**config.mk**
```make
export PLATFORM = sky130hd
export DESIGN_NAME = binary_stl_deframer
export DESIGN_NICKNAME = d
export VERILOG_FILES = /design/src/hdl/bstl_pkg.sv /design/src/hdl/bstl_parser.sv /design/src/hdl/bstl_outbuf.sv /design/src/hdl/binary_stl_deframer.sv
export VERILOG_INCLUDE_DIRS = /design/src /design/src/hdl
export SDC_FILE = /design/constraint.sdc
export NUM_CORES = 1
export LEC_CHECK = 0
export BUFFER_PORTS_ARGS = -buffer_cell sky130_fd_sc_hd__buf_4
export CELL_PAD_IN_SITES_DETAIL_PLACEMENT = 1
export CELL_PAD_IN_SITES_GLOBAL_PLACEMENT = 1
export CORE_MARGIN = 2
export CORE_UTILIZATION = 35
export CTS_CLUSTER_DIAMETER = 150
export DETAILED_ROUTE_END_ITERATION = 8
export PLACE_DENSITY = 0.6
export SLEW_MARGIN = 20
export SYNTH_ARGS = -nofsm -noshare
export SYNTH_HDL_FRONTEND = slang
export SYNTH_SLANG_ARGS = --single-unit
```
**constraint.sdc**
```tcl
create_clock -name clock -period 22.3 [get_ports clock]
set_clock_uncertainty 0.2 [all_clocks]
set_input_delay 0 -clock clock [delete_from_list [all_inputs] [get_ports clock]]
set_output_delay 0 -clock clock [all_outputs]
set_load 0.02 [all_outputs]
```
**src/hdl/binary_stl_deframer_macros.svh**
```systemverilog
// Assertion macros for the binary STL deframer.
// Included by the RTL files that carry concurrent checks; no other dependencies.
`ifndef BINARY_STL_DEFRAMER_MACROS_SVH
`define BINARY_STL_DEFRAMER_MACROS_SVH

`ifndef SYNTH
// Check a property on every rising clock edge outside reset.
`define BSD_ASSERT(lbl, clk, rst, prop) \
   lbl: assert property (@(posedge clk) disable iff (rst) prop) \
      else $error("binary_stl_deframer: assertion failed");
// Check a property on every rising clock edge, reset included.
`define BSD_ASSERT_ALWAYS(lbl, clk, prop) \
   lbl: assert property (@(posedge clk) prop) \
      else $error("binary_stl_deframer: assertion failed");
`else
`define BSD_ASSERT(lbl, clk, rst, prop)
`define BSD_ASSERT_ALWAYS(lbl, clk, prop)
`endif

`endif

```
**src/hdl/bstl_pkg.sv**
```systemverilog
// Shared types, constants and the record slot decoder for the binary STL deframer.
// No dependencies; used by bstl_parser, bstl_outbuf and binary_stl_deframer.
`default_nettype none

package bstl_pkg;

   localparam logic [6:0] HEADER_BYTES   = 7'd80;
   localparam logic [6:0] PREAMBLE_BYTES = 7'd84;
   localparam logic [5:0] RECORD_BYTES   = 6'd50;
   localparam logic [5:0] LAST_OFFSET    = RECORD_BYTES - 6'd1;
   localparam logic [5:0] NORMAL_BYTES   = 6'd12;
   localparam logic [5:0] CORNER_BYTES   = 6'd12;
   localparam logic [5:0] VERTEX_END     = NORMAL_BYTES + 6'd36;

   typedef enum logic [1:0] {
      KIND_VERTEX       = 2'd0,
      KIND_END_OK       = 2'd1,
      KIND_END_SHORT    = 2'd2,
      KIND_END_MISMATCH = 2'd3
   } kind_type;

   typedef struct packed {
      kind_type    kind;
      logic [31:0] x_bits;
      logic [31:0] y_bits;
      logic [31:0] z_bits;
      logic [1:0]  corner;
      logic [31:0] triangle_index;
      logic [31:0] declared_triangles;
      logic        last;
   } result_type;

   // Where a record byte falls among the three corner vertices.
   typedef struct packed {
      logic       active;
      logic [1:0] corner;
      logic [1:0] comp;
      logic [1:0] pos;
   } slot_type;

   function automatic slot_type decode_slot(input logic [5:0] offset);
      slot_type   s;
      logic [5:0] rel;
      logic [5:0] corner_byte;
      rel      = offset - NORMAL_BYTES;
      s.active = (offset >= NORMAL_BYTES) && (offset < VERTEX_END);
      if (rel < CORNER_BYTES) begin
         s.corner    = 2'd0;
         corner_byte = rel;
      end else if (rel < (CORNER_BYTES + CORNER_BYTES)) begin
         s.corner    = 2'd1;
         corner_byte = rel - CORNER_BYTES;
      end else begin
         s.corner    = 2'd2;
         corner_byte = rel - CORNER_BYTES - CORNER_BYTES;
      end
      s.comp = corner_byte[3:2];
      s.pos  = corner_byte[1:0];
      return s;
   endfunction

endpackage

`default_nettype wire

```
**src/hdl/bstl_parser.sv**
```systemverilog
// Byte-level framing state of the binary STL deframer: preamble, records, end status.
// Depends on bstl_pkg and binary_stl_deframer_macros.svh.
`default_nettype none
`include "binary_stl_deframer_macros.svh"

module bstl_parser (
   input  wire logic                 clock,
   input  wire logic                 reset,
   input  wire logic                 accept,
   input  wire logic [7:0]           data_byte,
   input  wire logic                 end_marker,
   output logic                      res_valid,
   output bstl_pkg::result_type      res
);

   logic [6:0]  header_position_ff, header_position_in;
   logic [31:0] count_register_ff, count_register_in;
   logic [5:0]  record_offset_ff, record_offset_in;
   logic [31:0] triangles_done_ff, triangles_done_in;
   logic [23:0] word_assembly_ff, word_assembly_in;
   logic [31:0] held_x_ff, held_x_in;
   logic [31:0] held_y_ff, held_y_in;
   logic        excess_seen_ff, excess_seen_in;
   bstl_pkg::slot_type slot;

   assign slot = bstl_pkg::decode_slot(record_offset_ff);

   always_comb begin
      header_position_in = header_position_ff;
      count_register_in  = count_register_ff;
      record_offset_in   = record_offset_ff;
      triangles_done_in  = triangles_done_ff;
      word_assembly_in   = word_assembly_ff;
      held_x_in          = held_x_ff;
      held_y_in          = held_y_ff;
      excess_seen_in     = excess_seen_ff;
      res_valid          = 1'b0;
      res                = '0;
      if (accept) begin
         if (end_marker) begin
            res_valid = 1'b1;
            res.last  = 1'b1;
            if (header_position_ff < bstl_pkg::PREAMBLE_BYTES) begin
               res.kind = bstl_pkg::KIND_END_SHORT;
            end else begin
               res.declared_triangles = count_register_ff;
               if (excess_seen_ff || (record_offset_ff != '0) ||
                   (triangles_done_ff != count_register_ff)) begin
                  res.kind = bstl_pkg::KIND_END_MISMATCH;
               end else begin
                  res.kind = bstl_pkg::KIND_END_OK;
               end
            end
            // return to the start-of-file state
            header_position_in = '0;
            count_register_in  = '0;
            record_offset_in   = '0;
            triangles_done_in  = '0;
            word_assembly_in   = '0;
            held_x_in          = '0;
            held_y_in          = '0;
            excess_seen_in     = 1'b0;
         end else if (header_position_ff < bstl_pkg::PREAMBLE_BYTES) begin
            if (header_position_ff >= bstl_pkg::HEADER_BYTES) begin
               count_register_in = {data_byte, count_register_ff[31:8]};
            end
            header_position_in = header_position_ff + 7'd1;
         end else if ((record_offset_ff == '0) &&
                      (triangles_done_ff == count_register_ff)) begin
            // drop bytes past the declared records
            excess_seen_in = 1'b1;
         end else begin
            if (slot.active) begin
               unique case (slot.pos)
                  2'd0: word_assembly_in = {16'd0, data_byte};
                  2'd1: word_assembly_in = word_assembly_ff | {8'd0, data_byte, 8'd0};
                  2'd2: word_assembly_in = word_assembly_ff | {data_byte, 16'd0};
                  default: begin
                     unique case (slot.comp)
                        2'd0: held_x_in = {data_byte, word_assembly_ff};
                        2'd1: held_y_in = {data_byte, word_assembly_ff};
                        default: begin
                           res_valid          = 1'b1;
                           res.kind           = bstl_pkg::KIND_VERTEX;
                           res.x_bits         = held_x_ff;
                           res.y_bits         = held_y_ff;
                           res.z_bits         = {data_byte, word_assembly_ff};
                           res.corner         = slot.corner;
                           res.triangle_index = triangles_done_ff;
                        end
                     endcase
                  end
               endcase
            end
            if (record_offset_ff == bstl_pkg::LAST_OFFSET) begin
               record_offset_in  = '0;
               triangles_done_in = triangles_done_ff + 32'd1;
            end else begin
               record_offset_in  = record_offset_ff + 6'd1;
            end
         end
      end
   end

   always_ff @(posedge clock) begin
      if (reset) begin
         header_position_ff <= '0;
         count_register_ff  <= '0;
         record_offset_ff   <= '0;
         triangles_done_ff  <= '0;
         word_assembly_ff   <= '0;
         held_x_ff          <= '0;
         held_y_ff          <= '0;
         excess_seen_ff     <= 1'b0;
      end else begin
         header_position_ff <= header_position_in;
         count_register_ff  <= count_register_in;
         record_offset_ff   <= record_offset_in;
         triangles_done_ff  <= triangles_done_in;
         word_assembly_ff   <= word_assembly_in;
         held_x_ff          <= held_x_in;
         held_y_ff          <= held_y_in;
         excess_seen_ff     <= excess_seen_in;
      end
   end

   `BSD_ASSERT(a_offset_range, clock, reset, record_offset_ff < bstl_pkg::RECORD_BYTES)
   `BSD_ASSERT(a_preamble_cap, clock, reset, header_position_ff <= bstl_pkg::PREAMBLE_BYTES)
   `BSD_ASSERT(a_no_records_in_preamble, clock, reset, (header_position_ff < bstl_pkg::PREAMBLE_BYTES) |-> ((record_offset_ff == '0) && (triangles_done_ff == '0) && !excess_seen_ff))
   `BSD_ASSERT(a_done_within_count, clock, reset, triangles_done_ff <= count_register_ff)
   `BSD_ASSERT(a_end_clears, clock, reset, (accept && end_marker) |=> ((header_position_ff == '0) && (count_register_ff == '0)))

endmodule

`default_nettype wire

```
**src/hdl/bstl_outbuf.sv**
```systemverilog
// Two-entry result register with skid slot; decouples the request side from a stalled receiver.
// Depends on bstl_pkg and binary_stl_deframer_macros.svh.
`default_nettype none
`include "binary_stl_deframer_macros.svh"

module bstl_outbuf (
   input  wire logic                 clock,
   input  wire logic                 reset,
   input  wire logic                 push,
   input  wire bstl_pkg::result_type push_data,
   output logic                      can_accept,
   output logic                      out_valid,
   input  wire logic                 out_ready,
   output bstl_pkg::result_type      out_data
);

   logic                 main_valid_ff, main_valid_in;
   logic                 skid_valid_ff, skid_valid_in;
   bstl_pkg::result_type main_data_ff, main_data_in;
   bstl_pkg::result_type skid_data_ff, skid_data_in;
   logic                 pop;

   assign pop        = main_valid_ff && out_ready;
   assign can_accept = !skid_valid_ff;
   assign out_valid  = main_valid_ff;
   assign out_data   = main_data_ff;

   always_comb begin
      main_valid_in = main_valid_ff;
      skid_valid_in = skid_valid_ff;
      main_data_in  = main_data_ff;
      skid_data_in  = skid_data_ff;
      if (pop || !main_valid_ff) begin
         if (skid_valid_ff) begin
            // advance the skid entry, refill it with any new request
            main_valid_in = 1'b1;
            main_data_in  = skid_data_ff;
            skid_valid_in = push;
            skid_data_in  = push_data;
         end else begin
            main_valid_in = push;
            main_data_in  = push_data;
         end
      end else if (push) begin
         skid_valid_in = 1'b1;
         skid_data_in  = push_data;
      end
   end

   always_ff @(posedge clock) begin
      if (reset) begin
         main_valid_ff <= 1'b0;
         skid_valid_ff <= 1'b0;
      end else begin
         main_valid_ff <= main_valid_in;
         skid_valid_ff <= skid_valid_in;
      end
      main_data_ff <= main_data_in;
      skid_data_ff <= skid_data_in;
   end

   `BSD_ASSERT(a_skid_behind_main, clock, reset, skid_valid_ff |-> main_valid_ff)
   `BSD_ASSERT(a_no_push_when_full, clock, reset, skid_valid_ff |-> !push)
   `BSD_ASSERT(a_held_result_stays, clock, reset,
               (main_valid_ff && !out_ready) |=> (main_valid_ff && $stable(main_data_ff)))

endmodule

`default_nettype wire

```
**src/hdl/binary_stl_deframer.sv**
```systemverilog
// Binary STL deframer: byte stream in, vertex and end-status results out.
// Depends on bstl_pkg, bstl_parser and bstl_outbuf.
//
// Usage:
//   The request channel (req_*) carries one file byte per request, then a
//   request with req_end_marker high that closes the file. The parser skips
//   the 80-byte header, takes the little-endian triangle count, and in each
//   50-byte record skips the normal and drops the attribute.
//   The result channel (rsp_*) gives one vertex per triangle corner, on the
//   byte that completes its z word, and one status result (rsp_last high)
//   per end marker: ok, too short, or size mismatch. Vertices go out before
//   the status, so the receiver discards them on an error status.
//   A result is registered in the result buffer before it reaches rsp_*.
//   Throughput: one request per cycle while req_ready is high; a byte
//   needs one counter step and a byte shift in the parser.
//   Stall: a two-entry result buffer holds results while rsp_ready is low;
//   req_ready drops only when both entries are full.
//   Reset: synchronous, clears the framing state and empties the buffer;
//   an end marker also returns the parser to its start-of-file state.
`default_nettype none

module binary_stl_deframer (
   input  wire logic        clock,
   input  wire logic        reset,
   input  wire logic        req_valid,
   output logic             req_ready,
   input  wire logic [7:0]  req_data_byte,
   input  wire logic        req_end_marker,
   output logic             rsp_valid,
   input  wire logic        rsp_ready,
   output logic [1:0]       rsp_kind,
   output logic [31:0]      rsp_x_bits,
   output logic [31:0]      rsp_y_bits,
   output logic [31:0]      rsp_z_bits,
   output logic [1:0]       rsp_corner,
   output logic [31:0]      rsp_triangle_index,
   output logic [31:0]      rsp_declared_triangles,
   output logic             rsp_last
);

   logic                 accept;
   logic                 res_valid;
   bstl_pkg::result_type res;
   bstl_pkg::result_type out_res;

   assign accept = req_valid && req_ready;

   bstl_parser u_parser (
      .clock      (clock),
      .reset      (reset),
      .accept     (accept),
      .data_byte  (req_data_byte),
      .end_marker (req_end_marker),
      .res_valid  (res_valid),
      .res        (res)
   );

   bstl_outbuf u_outbuf (
      .clock      (clock),
      .reset      (reset),
      .push       (res_valid),
      .push_data  (res),
      .can_accept (req_ready),
      .out_valid  (rsp_valid),
      .out_ready  (rsp_ready),
      .out_data   (out_res)
   );

   assign rsp_kind               = out_res.kind;
   assign rsp_x_bits             = out_res.x_bits;
   assign rsp_y_bits             = out_res.y_bits;
   assign rsp_z_bits             = out_res.z_bits;
   assign rsp_corner             = out_res.corner;
   assign rsp_triangle_index     = out_res.triangle_index;
   assign rsp_declared_triangles = out_res.declared_triangles;
   assign rsp_last               = out_res.last;

endmodule

`default_nettype wire

```
Yosys cells after proc, flatten, opt, wreduce, memory -nomap -nowiden --
Index checks and enable logic that the tools add are counted.
Word-level totals: register bits 498, bits of input ports 13, output and inout bits 167, logic and storage cells 147
Operators by class: add/sub/neg operators 6, $lt $le $gt $ge 6, equal/unequal tests 10, muxes and demuxes 64, bitwise operators 2, reduce and logical (&&, ||, !) cells 33
Operators with widths (count):
- two-way mux 165 bit | 5
- two-way mux 32 bit | 20
- two-way mux 132 bit | 4
- two-way mux 130 bit | 2
- two-way mux 24 bit | 4
- one-hot mux 24 bit (3 select lines) | 1
- two-way mux 33 bit | 1
- adder 32 x 1 -> 32 bit, second input constant | 1
- equality test 32 bit | 1
- inequality test 32 bit | 1
- two-way mux 6 bit | 4
- bitwise OR 24 x 16 -> 24 bit | 1
- bitwise OR 24 bit | 1
- nonzero test 2 bit | 8
- two-way mux 1 bit | 14
- two-way mux 7 bit | 2
- AND reduction 6 bit | 2
- two-way mux 2 bit | 5
- AND reduction 3 bit | 3
- two-way mux 4 bit | 2
- subtractor 4 bit, second input constant | 2
- adder 7 x 1 -> 7 bit, second input constant | 1
- greater-or-equal comparator 7 bit, second input constant | 1
- less-than comparator 7 bit, second input constant | 1
- other kinds (23) | 34

Depth between registers and ports, before layout --
Gate-level depths: netlist (run 1).
depth in word-level cells 16, depth in mapped cells 11, mapped depth without buffers 9

Cells and area by module --
From an unflattened synthesis (run 1), not the netlist that was laid out.
Unflattened totals: cell total of the unflattened synthesis 1541, area, all modules 21104.0 um2
Modules (own cells, without submodules):
- bstl_outbuf | instances 1, cells each 525, area an instance 12416.9 um2, seq. area each 9949.5 um2
- bstl_parser | instances 1, cells each 1015, area an instance 8680.8 um2, seq. area each 3323.2 um2
- binary_stl_deframer | instances 1, cells each 1, area an instance 6.3 um2, seq. area each 0.0 um2

Worst setup path after synthesis (run 1) --
No wires, ideal clock.
path type register to register, from register u_parser.record_offset_ff[2], to register u_outbuf.skid_data_ff[0] in the netlist's numbering, enable pin, arrival time 10.196 ns, data required time 21.312 ns, path slack 11.117 ns, stages on the path, launching flop included 10, buffers on the path 1, path through dfxtp_1 -> inv_2 -> ha_1 -> a21oi_1 -> nor2_1 -> nor3_4 -> xnor2_1 -> nand4_2 -> buf_2 -> a31oi_1
On the way: longest elaborated chain between the ends 16
Ends and longest elaborated chain:
- start: declaration | RTL line bstl_parser.sv:18 | logic [5:0] record_offset_ff, record_offset_in;
- start signal: assignment | RTL line bstl_parser.sv:118 | record_offset_ff <= record_offset_in;
- subtractor 6 x 4 -> 6 bit | RTL line bstl_pkg.sv:45 | rel = offset - NORMAL_BYTES;
- subtractor 4 bit | RTL line bstl_pkg.sv:52, bstl_pkg.sv:55
- subtractor 4 bit | RTL line bstl_pkg.sv:55 | corner_byte = rel - CORNER_BYTES - CORNER_BYTES;
- two-way mux 4 bit | RTL line bstl_pkg.sv:50 | end else if (rel < (CORNER_BYTES + CORNER_BYTES)) begin
- two-way mux 4 bit | RTL line bstl_pkg.sv:47 | if (rel < CORNER_BYTES) begin
- equality test 2 x 1 -> 1 bit or zero test 2 bit (tied branches) | RTL line bstl_parser.sv:79 | unique case (slot.comp)
- OR reduction 2 bit (no line)
- two-way mux 1 bit | RTL line bstl_parser.sv:79
- two-way mux 1 bit | RTL line bstl_parser.sv:74 | unique case (slot.pos)
- two-way mux 1 bit | RTL line bstl_parser.sv:73 | if (slot.active) begin
- two-way mux 1 bit * | RTL line bstl_parser.sv:68 | end else if ((record_offset_ff == '0) &&
- two-way mux 1 bit * | RTL line bstl_parser.sv:63 | end else if (header_position_ff < bstl_pkg::PREAMBLE_BYTES) begin
- two-way mux 1 bit * | RTL line bstl_parser.sv:40 | if (end_marker) begin
- two-way mux 1 bit * | RTL line bstl_parser.sv:39 | if (accept) begin
- nonzero test 2 bit (no line) *
- AND reduction 2 bit (no line) *
- end signal: assignment | RTL line bstl_outbuf.sv:59 | skid_data_ff <= skid_data_in;
- end: declaration | RTL line bstl_outbuf.sv:20 | bstl_pkg::result_type skid_data_ff, skid_data_in;
Mark *: on every way between the ends. The rest lies on a longest branch, timed or not. A chain may end at the register's enable or synchronous reset.

Final worst setup path (run 1) --
from register u_parser.record_offset_ff[2], to register u_outbuf.skid_data_ff[154] in the netlist's numbering, enable pin
The elaborated chain is that of the path after synthesis.

==> results_dict.tcl, run 1 <==
set metrics [dict create \
    fin_crit_sh_pct 19.7 \
    syn2layout_area_growth_pct 19.2 \
    row_count 87 \
    ant_nets 0 \
    slowest_delay_ns 0.69 \
    p_per_area_nw_per_um2 85.1 \
    ios 180 \
    viasPerCell 5.03 \
    root_buffer "clkbuf_16" \
    synthArstFlopShare_pct 0 \
    seq_area_um2 13300 \
    drv_slew 0 \
    cts_made_buffers 53 \
    setup-violations-final 0 \
    fin_setup_tns_ns 0 \
    htreeDepth 2 \
    synthCells 1499 \
    wl_per_cell_um 20.8 \
    hold_class "primary input to flip-flop" \
    outcome "finished clean" \
    n_fill_cell 5835 \
    stdcell_count 2459 \
    portBuffers 179 \
    crit_type "flip-flop to flip-flop" \
    max_freq_mhz 227 \
    synthesis.area_um2 20000 \
    drtIter0Drc 678 \
    cp-start-kind "flip-flop" \
    timing.max_cap.violations 0 \
    avgSynthCellArea_um2 13.4 \
    critPathArrivalTime_ns 4.41 \
    overflow 0 \
    wirelength_um 51100 \
    coreArea_um2 56500 \
    ys_ff_latch 498 \
    ir_drop_uv 57.7 \
    grt_max_degree 118 \
    clkPwrFrac_pct 45.6 \
    nets 1681 \
    die_height_um 243 \
    start_util_pct 35.5 \
    drive_above_1_share_pct 18.4 \
    hpwl_um 32500 \
    dr.pass1.iters 4 \
    grt_pass1_vias 12900 \
    die_x_um 243 \
    path_clk_slew_ns 0.06 \
    crit_family "buffers and inverters" \
    seq_power_share_pct 50.2 \
    vias 12400 \
    slew_headroom_pct 27.4 \
    cts.path.max_buffers 3 \
    ys_types 70 \
    crit_buf_inv 2 \
    p_int_mw 1.59 \
    grt_pass1_wl_um 78800 \
    switching_share_pct 21.7 \
    cts_tree "built" \
    power_leakage_nw 9.07 \
    synth_nets 1522 \
    design_area_um2 23900 \
    endpoint_kind "flip-flop" \
    rsz0062_at_grt "no" \
    net-switching-power_mw 0.440 \
    placed_area_um2 21900 \
    routabilityCongestion 0.781 \
    cp_data_required_time_ns 22.31 \
    antenna_found_initial 1 \
    dp_cells 2346 \
    path_cells "ha_1 -> xnor2_1 -> a221o_1 -> nor3_4 -> xnor2_1 -> nand4_2 -> a31oi_4 -> buf_4 -> buf_4" \
    multi_input_comb_area_um2 6160 \
    clock_latency_ns 0.62 \
    drcViolationCount 0 \
    pwr-share-comb_pct 4.3 \
    cpMaxStageDelayCell "buf_4" \
    synth-edff-count 330 \
    min_period_ns 4.40 \
    ys_seq_area_share_pct 66.3 \
    finalHoldViolCount 0 \
    antenna_cells 0 \
    tightest_slew_ns 1.09 \
    ys.flop_type "edfxtp_1" \
    yosysWarnings 0 \
    die-area_um2 59200 \
    clock_sinks 498 \
    crit_fanout 54 \
    grt_usage_pct 17.1 \
]
==> Yosys cell counts, types with 2 or more instances <==
master,instances,share of area [%]
nor3b_1,24,0.90
nor2_1,122,2.3
and4_4,2,0.11
a21oi_2,2,0.087
a2111oi_4,2,0.27
edfxtp_1,330,49
a21o_1,44,1.6
nand3_1,14,0.35
nand4_1,24,0.75
xnor2_1,46,2.0
a21oi_1,45,1.1
a31o_2,2,0.087
nor3_4,2,0.16
nand2_1,66,1.2
ha_1,10,0.62
and2_1,152,4.7
a31oi_1,2,0.062
a22o_1,184,8.0
a41oi_4,2,0.27
nor4_4,2,0.21
o21a_1,18,0.67
mux2i_1,9,0.45
nor2b_1,12,0.37
a32oi_1,2,0.087
buf_4,4,0.15
a211oi_1,2,0.075
xor2_1,19,0.83
dfxtp_1,168,17
buf_6,21,1.2
nor3_1,14,0.35
inv_1,11,0.21
and3_1,11,0.34
nor4_1,4,0.12
o21ai_0,6,0.15
and4_1,3,0.13
nand2b_1,3,0.094
or3_1,7,0.22
buf_2,25,0.62
clkbuf_1,51,0.96
a31oi_4,2,0.21
==> path summary, 6_finish.rpt <==
| path | from | end | slack (ns) | depth (start not counted) |
|---|---|---|---|---|
| worst max-delay path | u_parser.record_offset_ff[2] | u_outbuf.skid_data_ff[154] | 17.90 | 9 |
| worst min-delay path | req_data_byte[0] | u_parser.word_assembly_ff[0] | 0.08 | 4 |
| worst max register to register | u_parser.record_offset_ff[2] | u_outbuf.skid_data_ff[154] | 17.90 | 9 |
| worst min register to register | u_parser.excess_seen_ff | u_parser.excess_seen_ff | 0.29 | 1 |
==> registers in the layout, indices dropped and copies added (netlist names) <==
signal / flops
u_parser.count_register_ff: 32
u_parser.excess_seen_ff: 1
u_parser.held_y_ff: 32
u_parser.header_position_ff: 7
u_parser.record_offset_ff: 6
u_parser.word_assembly_ff: 24
u_parser.held_x_ff: 32
u_outbuf.out_valid: 1
u_outbuf.skid_valid_ff: 1
u_parser.triangles_done_ff: 32
u_outbuf.out_data: 165
u_outbuf.skid_data_ff: 165
==> worst reg2reg max path, stage by stage (launching register included) <==
cell and delay (ns):
dfxtp_1 0.54, ha_1 0.38, xnor2_1 0.16, a221o_1 0.37, nor3_4 0.24, xnor2_1 0.17
nand4_2 0.40, a31oi_4 0.33, buf_4 0.49, buf_4 0.70
==> cell type report <==
cell class / count / area share [%]
inverter: 12 / 0.220
multi-input combinational: 887 / 25.8
timing repair buffer: 206 / 6.63
clock buffer: 68 / 6.31
sequential: 498 / 55.6
clock inverter: 32 / 1.47
tap: 756 / 3.96
==> power by group through the flow <==
stage | clock network [mW] | logic (mW) | registers, mW
2_1_floorplan | 0 | 0.0333 | 1.06
3_3_place_gp | 0 | 0.0852 | 1.04
3_5_place_dp | 0 | 0.0863 | 1.04
4_1_cts | 0.950 | 0.0883 | 1.02
5_1_grt | 0.983 | 0.0931 | 1.02
6_report | 0.925 | 0.0863 | 1.02
==> cell families after synthesis <==
family,synth area share [%]
muxes,0.618
buffers and inverters,3.15
AOI/OAI and AO/OA,13.5
DFF,66.3
xor gates and xnor gates,2.84
adders and majority gates,0.625
and+or+nand+nor,13.0
==> through the flow <==
stage | worst slack (ns) | utilization [%] | total power, mW | hold slack (ns)
2_1_floorplan | 11.12 | - | 1.09 | -0.0579
3_3_place_gp | 18.08 | 38.7 | 1.12 | 0.141
3_5_place_dp | 17.92 | 38.7 | 1.13 | 0.143
4_1_cts | 17.87 | 42.2 | 2.06 | 0.0482
5_1_grt | 17.60 | 42.3 | 2.10 | 0.0768
6_report | 17.90 | 42.3 | 2.03 | 0.0776
==> cells in the final DEF, fill, tap and decap left out, types with 12 or more instances in the layout <==
cell and instances:
a21o_1 44, a21oi_1 44, a22o_1 184, and2_1 152, buf_4 192, clkbuf_16 56, clkinv_1 12, dfxtp_1 167
dlygate4sd3_1 13, edfxtp_1 330, nand2_1 66, nand3_1 14, nand4_1 24, nor2_1 121, nor2b_1 12, nor3_1 14
nor3b_1 24, o21a_1 18, xnor2_1 46, xor2_1 19
==> routing by layer <==
layer / part of all wire [%] / wire [µm] / global-route usage, % / vias to the layer above
met5: 0 / 0 / 0 / -
met3: 3.4 / 1720 / 2.78 / 85
li1: - / - / - / 5846
met2: 51 / 25900 / 29.9 / 202
met4: 2.6 / 1310 / 4.94 / 0
met1: 43 / 22200 / 21.9 / 6229
==> what timing repair did <==
item,in CTS,in global routing
hold buffers,13,0
hold endpoints to repair,99,0
buffers inserted,0,0
resized for setup,0,0
No activity file was read; power rests on OpenSTA's default activity.
==> inputs of run 2 (changes only) <==
--- a/config.mk
+++ b/config.mk
@@ -6,6 +6,7 @@
 export SDC_FILE = /design/constraint.sdc
 export NUM_CORES = 1
 export LEC_CHECK = 0
+export ABC_AREA = 1
 export BUFFER_PORTS_ARGS = -buffer_cell sky130_fd_sc_hd__buf_4
 export CELL_PAD_IN_SITES_DETAIL_PLACEMENT = 1
 export CELL_PAD_IN_SITES_GLOBAL_PLACEMENT = 1
@@ -13,7 +14,7 @@
 export CORE_UTILIZATION = 35
 export CTS_CLUSTER_DIAMETER = 150
 export DETAILED_ROUTE_END_ITERATION = 8
-export PLACE_DENSITY = 0.6
+export PLACE_DENSITY = 0.63
 export SLEW_MARGIN = 20
 export SYNTH_ARGS = -nofsm -noshare
 export SYNTH_HDL_FRONTEND = slang
==> constraint.sdc (replaced) <==
create_clock -name clock -period 4.1 [get_ports clock]
set_clock_uncertainty 0.2 [all_clocks]
set_input_delay 0 -clock clock [delete_from_list [all_inputs] [get_ports clock]]
set_output_delay 0 -clock clock [all_outputs]
set_load 0.02 [all_outputs]
==> run 2 against run 1 <==
Register-to-register slack worse by 17 ns. Global-route usage up 3.4 points. Utilization down 0.42 points. Final area up 7.6%. Clock-buffer cell count down 4. Largest power group unchanged.
==> results_dict.tcl, run 2 <==
set metrics [dict create \
    outcome "finished clean" \
    crit_fanout 45 \
    tightest_slew_ns 1.12 \
    drcViolationCount 0 \
    overflow 0 \
    hold_class "primary input to flip-flop" \
    p_per_area_nw_per_um2 445 \
    ios 180 \
    yosysWarnings 0 \
    cts.path.max_buffers 3 \
    synth_top_area_share_pct 45.9 \
    ys_types 45 \
    hpwl_um 43800 \
    antenna_found_initial 3 \
    grt_max_degree 167 \
    wirelength_um 65500 \
    antenna_cells 0 \
    ys.flop_type "edfxtp_1" \
    drive_above_1_share_pct 13.1 \
    fin_util_pct 41.8 \
    max_freq_mhz 295 \
    post_cts_buffers 0 \
    cp_data_required_time_ns 4.41 \
    critPathArrivalTime_ns 3.69 \
    dr.pass1.iters 5 \
    synth_top_area_cell "edfxtp_1" \
    syn2layout_area_growth_pct 19.0 \
    min_period_ns 3.39 \
    start_util_pct 35.2 \
    nets 2580 \
    cp-start-kind "flip-flop" \
    die_x_um 252 \
    row_count 91 \
    cts_made_buffers 54 \
    ys_ff_latch 498 \
    cts_tree "built" \
    htreeDepth 2 \
    stdcell_count 3391 \
    crit_type "flip-flop to flip-flop" \
    fin_crit_sh_pct 82.7 \
    grt_pass1_wl_um 101000 \
    synth_area_leaders "edfxtp_1 (46%), dfxtp_1 (16%), nand2_1 (11%)" \
    vias 16700 \
    synthArstFlopShare_pct 0 \
    timing.max_cap.violations 0 \
    finalHoldViolCount 0 \
    endpoint_kind "flip-flop" \
    drv_slew 0 \
    slew_headroom_pct 24.9 \
    synthCells 2405 \
    setup-violations-final 0 \
    viasPerCell 4.93 \
    dp_cells 3277 \
    ant_nets 0 \
    wl_per_cell_um 19.3 \
    ys_seq_area_share_pct 61.5 \
    die_height_um 252 \
    cts_resized 0 \
    synthesis.area_um2 21600 \
    drtIter0Drc 1168 \
    clock_latency_ns 0.62 \
    grt_usage_pct 20.5 \
    avgSynthCellArea_um2 8.97 \
    die-area_um2 63600 \
    power_leakage_nw 10.0 \
    clock_sinks 498 \
    yosys-top-cells-count "nand2_1 (625), nor2_1 (370), edfxtp_1 (330), inv_1 (259), o21ai_0 (188)" \
    rsz0062_at_grt "no" \
    routabilityCongestion 0.893 \
    synth.most_common_cell "nand2_1" \
    path_clk_slew_ns 0.06 \
    layout_commonest_cell "nand2_1" \
    synth_nets 2428 \
    whs_ns 0.164 \
    grt_pass1_vias 17000 \
    layout.cells.most_common_list "nand2_1 (625), nor2_1 (370), edfxtp_1 (330)" \
    coreArea_um2 61400 \
    ir_drop_uv 320 \
    root_buffer "clkbuf_16" \
    portBuffers 179 \
    synth-edff-count 330 \
]
## run 2: cell count changes after synthesis, moves of 44 or more
cell     previous run  this run
and2_1            152         2
a22o_1            184         0
nand3_1            14        63
nand2_1            66       625
a21oi_1            45       115
a21o_1             44         0
inv_1              11       259
nor2_1            122       370
o21ai_0             6       188
## run 2: path summary, 6_finish.rpt
kind              depth (start not counted)                              to  slack (ns)                            from
setup / recovery                         16   u_parser.word_assembly_ff[14]        0.71    u_parser.record_offset_ff[0]
hold / removal                            3   u_parser.word_assembly_ff[13]        0.16                           reset
setup reg to reg                         16   u_parser.word_assembly_ff[14]        0.71    u_parser.record_offset_ff[0]
hold reg to reg                           2  u_parser.header_position_ff[6]        0.25  u_parser.header_position_ff[6]
## run 2: cell type report
cell class,count,area (µm²)
repair buffers,218,1730
fillers,7056,35700
clock buffers,64,1400
flip-flops and latches,498,13300
clock inverters,36,483
inverters,271,1020
well taps,790,988
multi-input cells,1514,6770
## run 2: worst max-delay path: stages (launching register included)
cell and delay [ns]:
dfxtp_1 0.40, inv_1 0.11, ha_1 0.22, nand2_1 0.10, nor2_1 0.09, nand2_1 0.07, nor2_1 0.04, nand2_1 0.06
nor2_1 0.04, nand3_1 0.18, nand2_1 0.07, nand2_1 0.06, buf_4 0.45, nand2_1 0.35, nand2_1 0.17, a21oi_1 0.07
dlygate4sd3_1 0.56
## run 2: power by group
| group | internal, mW | leakage [nW] | switching (mW) |
|---|---|---|---|
| logic | 0.195 | 4.23 | 0.491 |
| clock network | 3.13 | 0.918 | 2.08 |
| registers | 5.46 | 4.89 | 0.0682 |
| total | 8.79 | 10.0 | 2.64 |
## run 2: stage by stage
stage | instance area, µm² | worst slack [ns] | power, mW | setup TNS (ns)
floorplan | 21600 | -0.717 | 6.04 | -118.28
global placement | 23700 | 0.948 | 6.30 | 0
detailed placement | 23700 | 0.827 | 6.32 | 0
CTS | 25700 | 0.703 | 11.6 | 0
global route | 25700 | 0.436 | 11.8 | 0
finish | 25700 | 0.711 | 11.4 | 0
## run 2: layer usage
layer	share of wire (%)	track usage, %
met4	1.8	4.80
met2	45	31.8
met3	4.9	3.17
met5	0	0
met1	49	30.0
## run 2: what timing repair did
item / in CTS / in global routing
hold endpoints to repair: 90 / 0
setup endpoints to repair: 0 / 0
hold buffers: 14 / 0
## run 2: logic make-up after synthesis
group / Yosys count / share of synthesized area, %
AOI/OAI and AO/OA: 346 / 8.44
adders and majority gates: 10 / 0.580
and+or+nand+nor: 1145 / 21.6
DFF: 498 / 61.5
xor gates and xnor gates: 13 / 0.528
buffers and inverters: 393 / 7.32
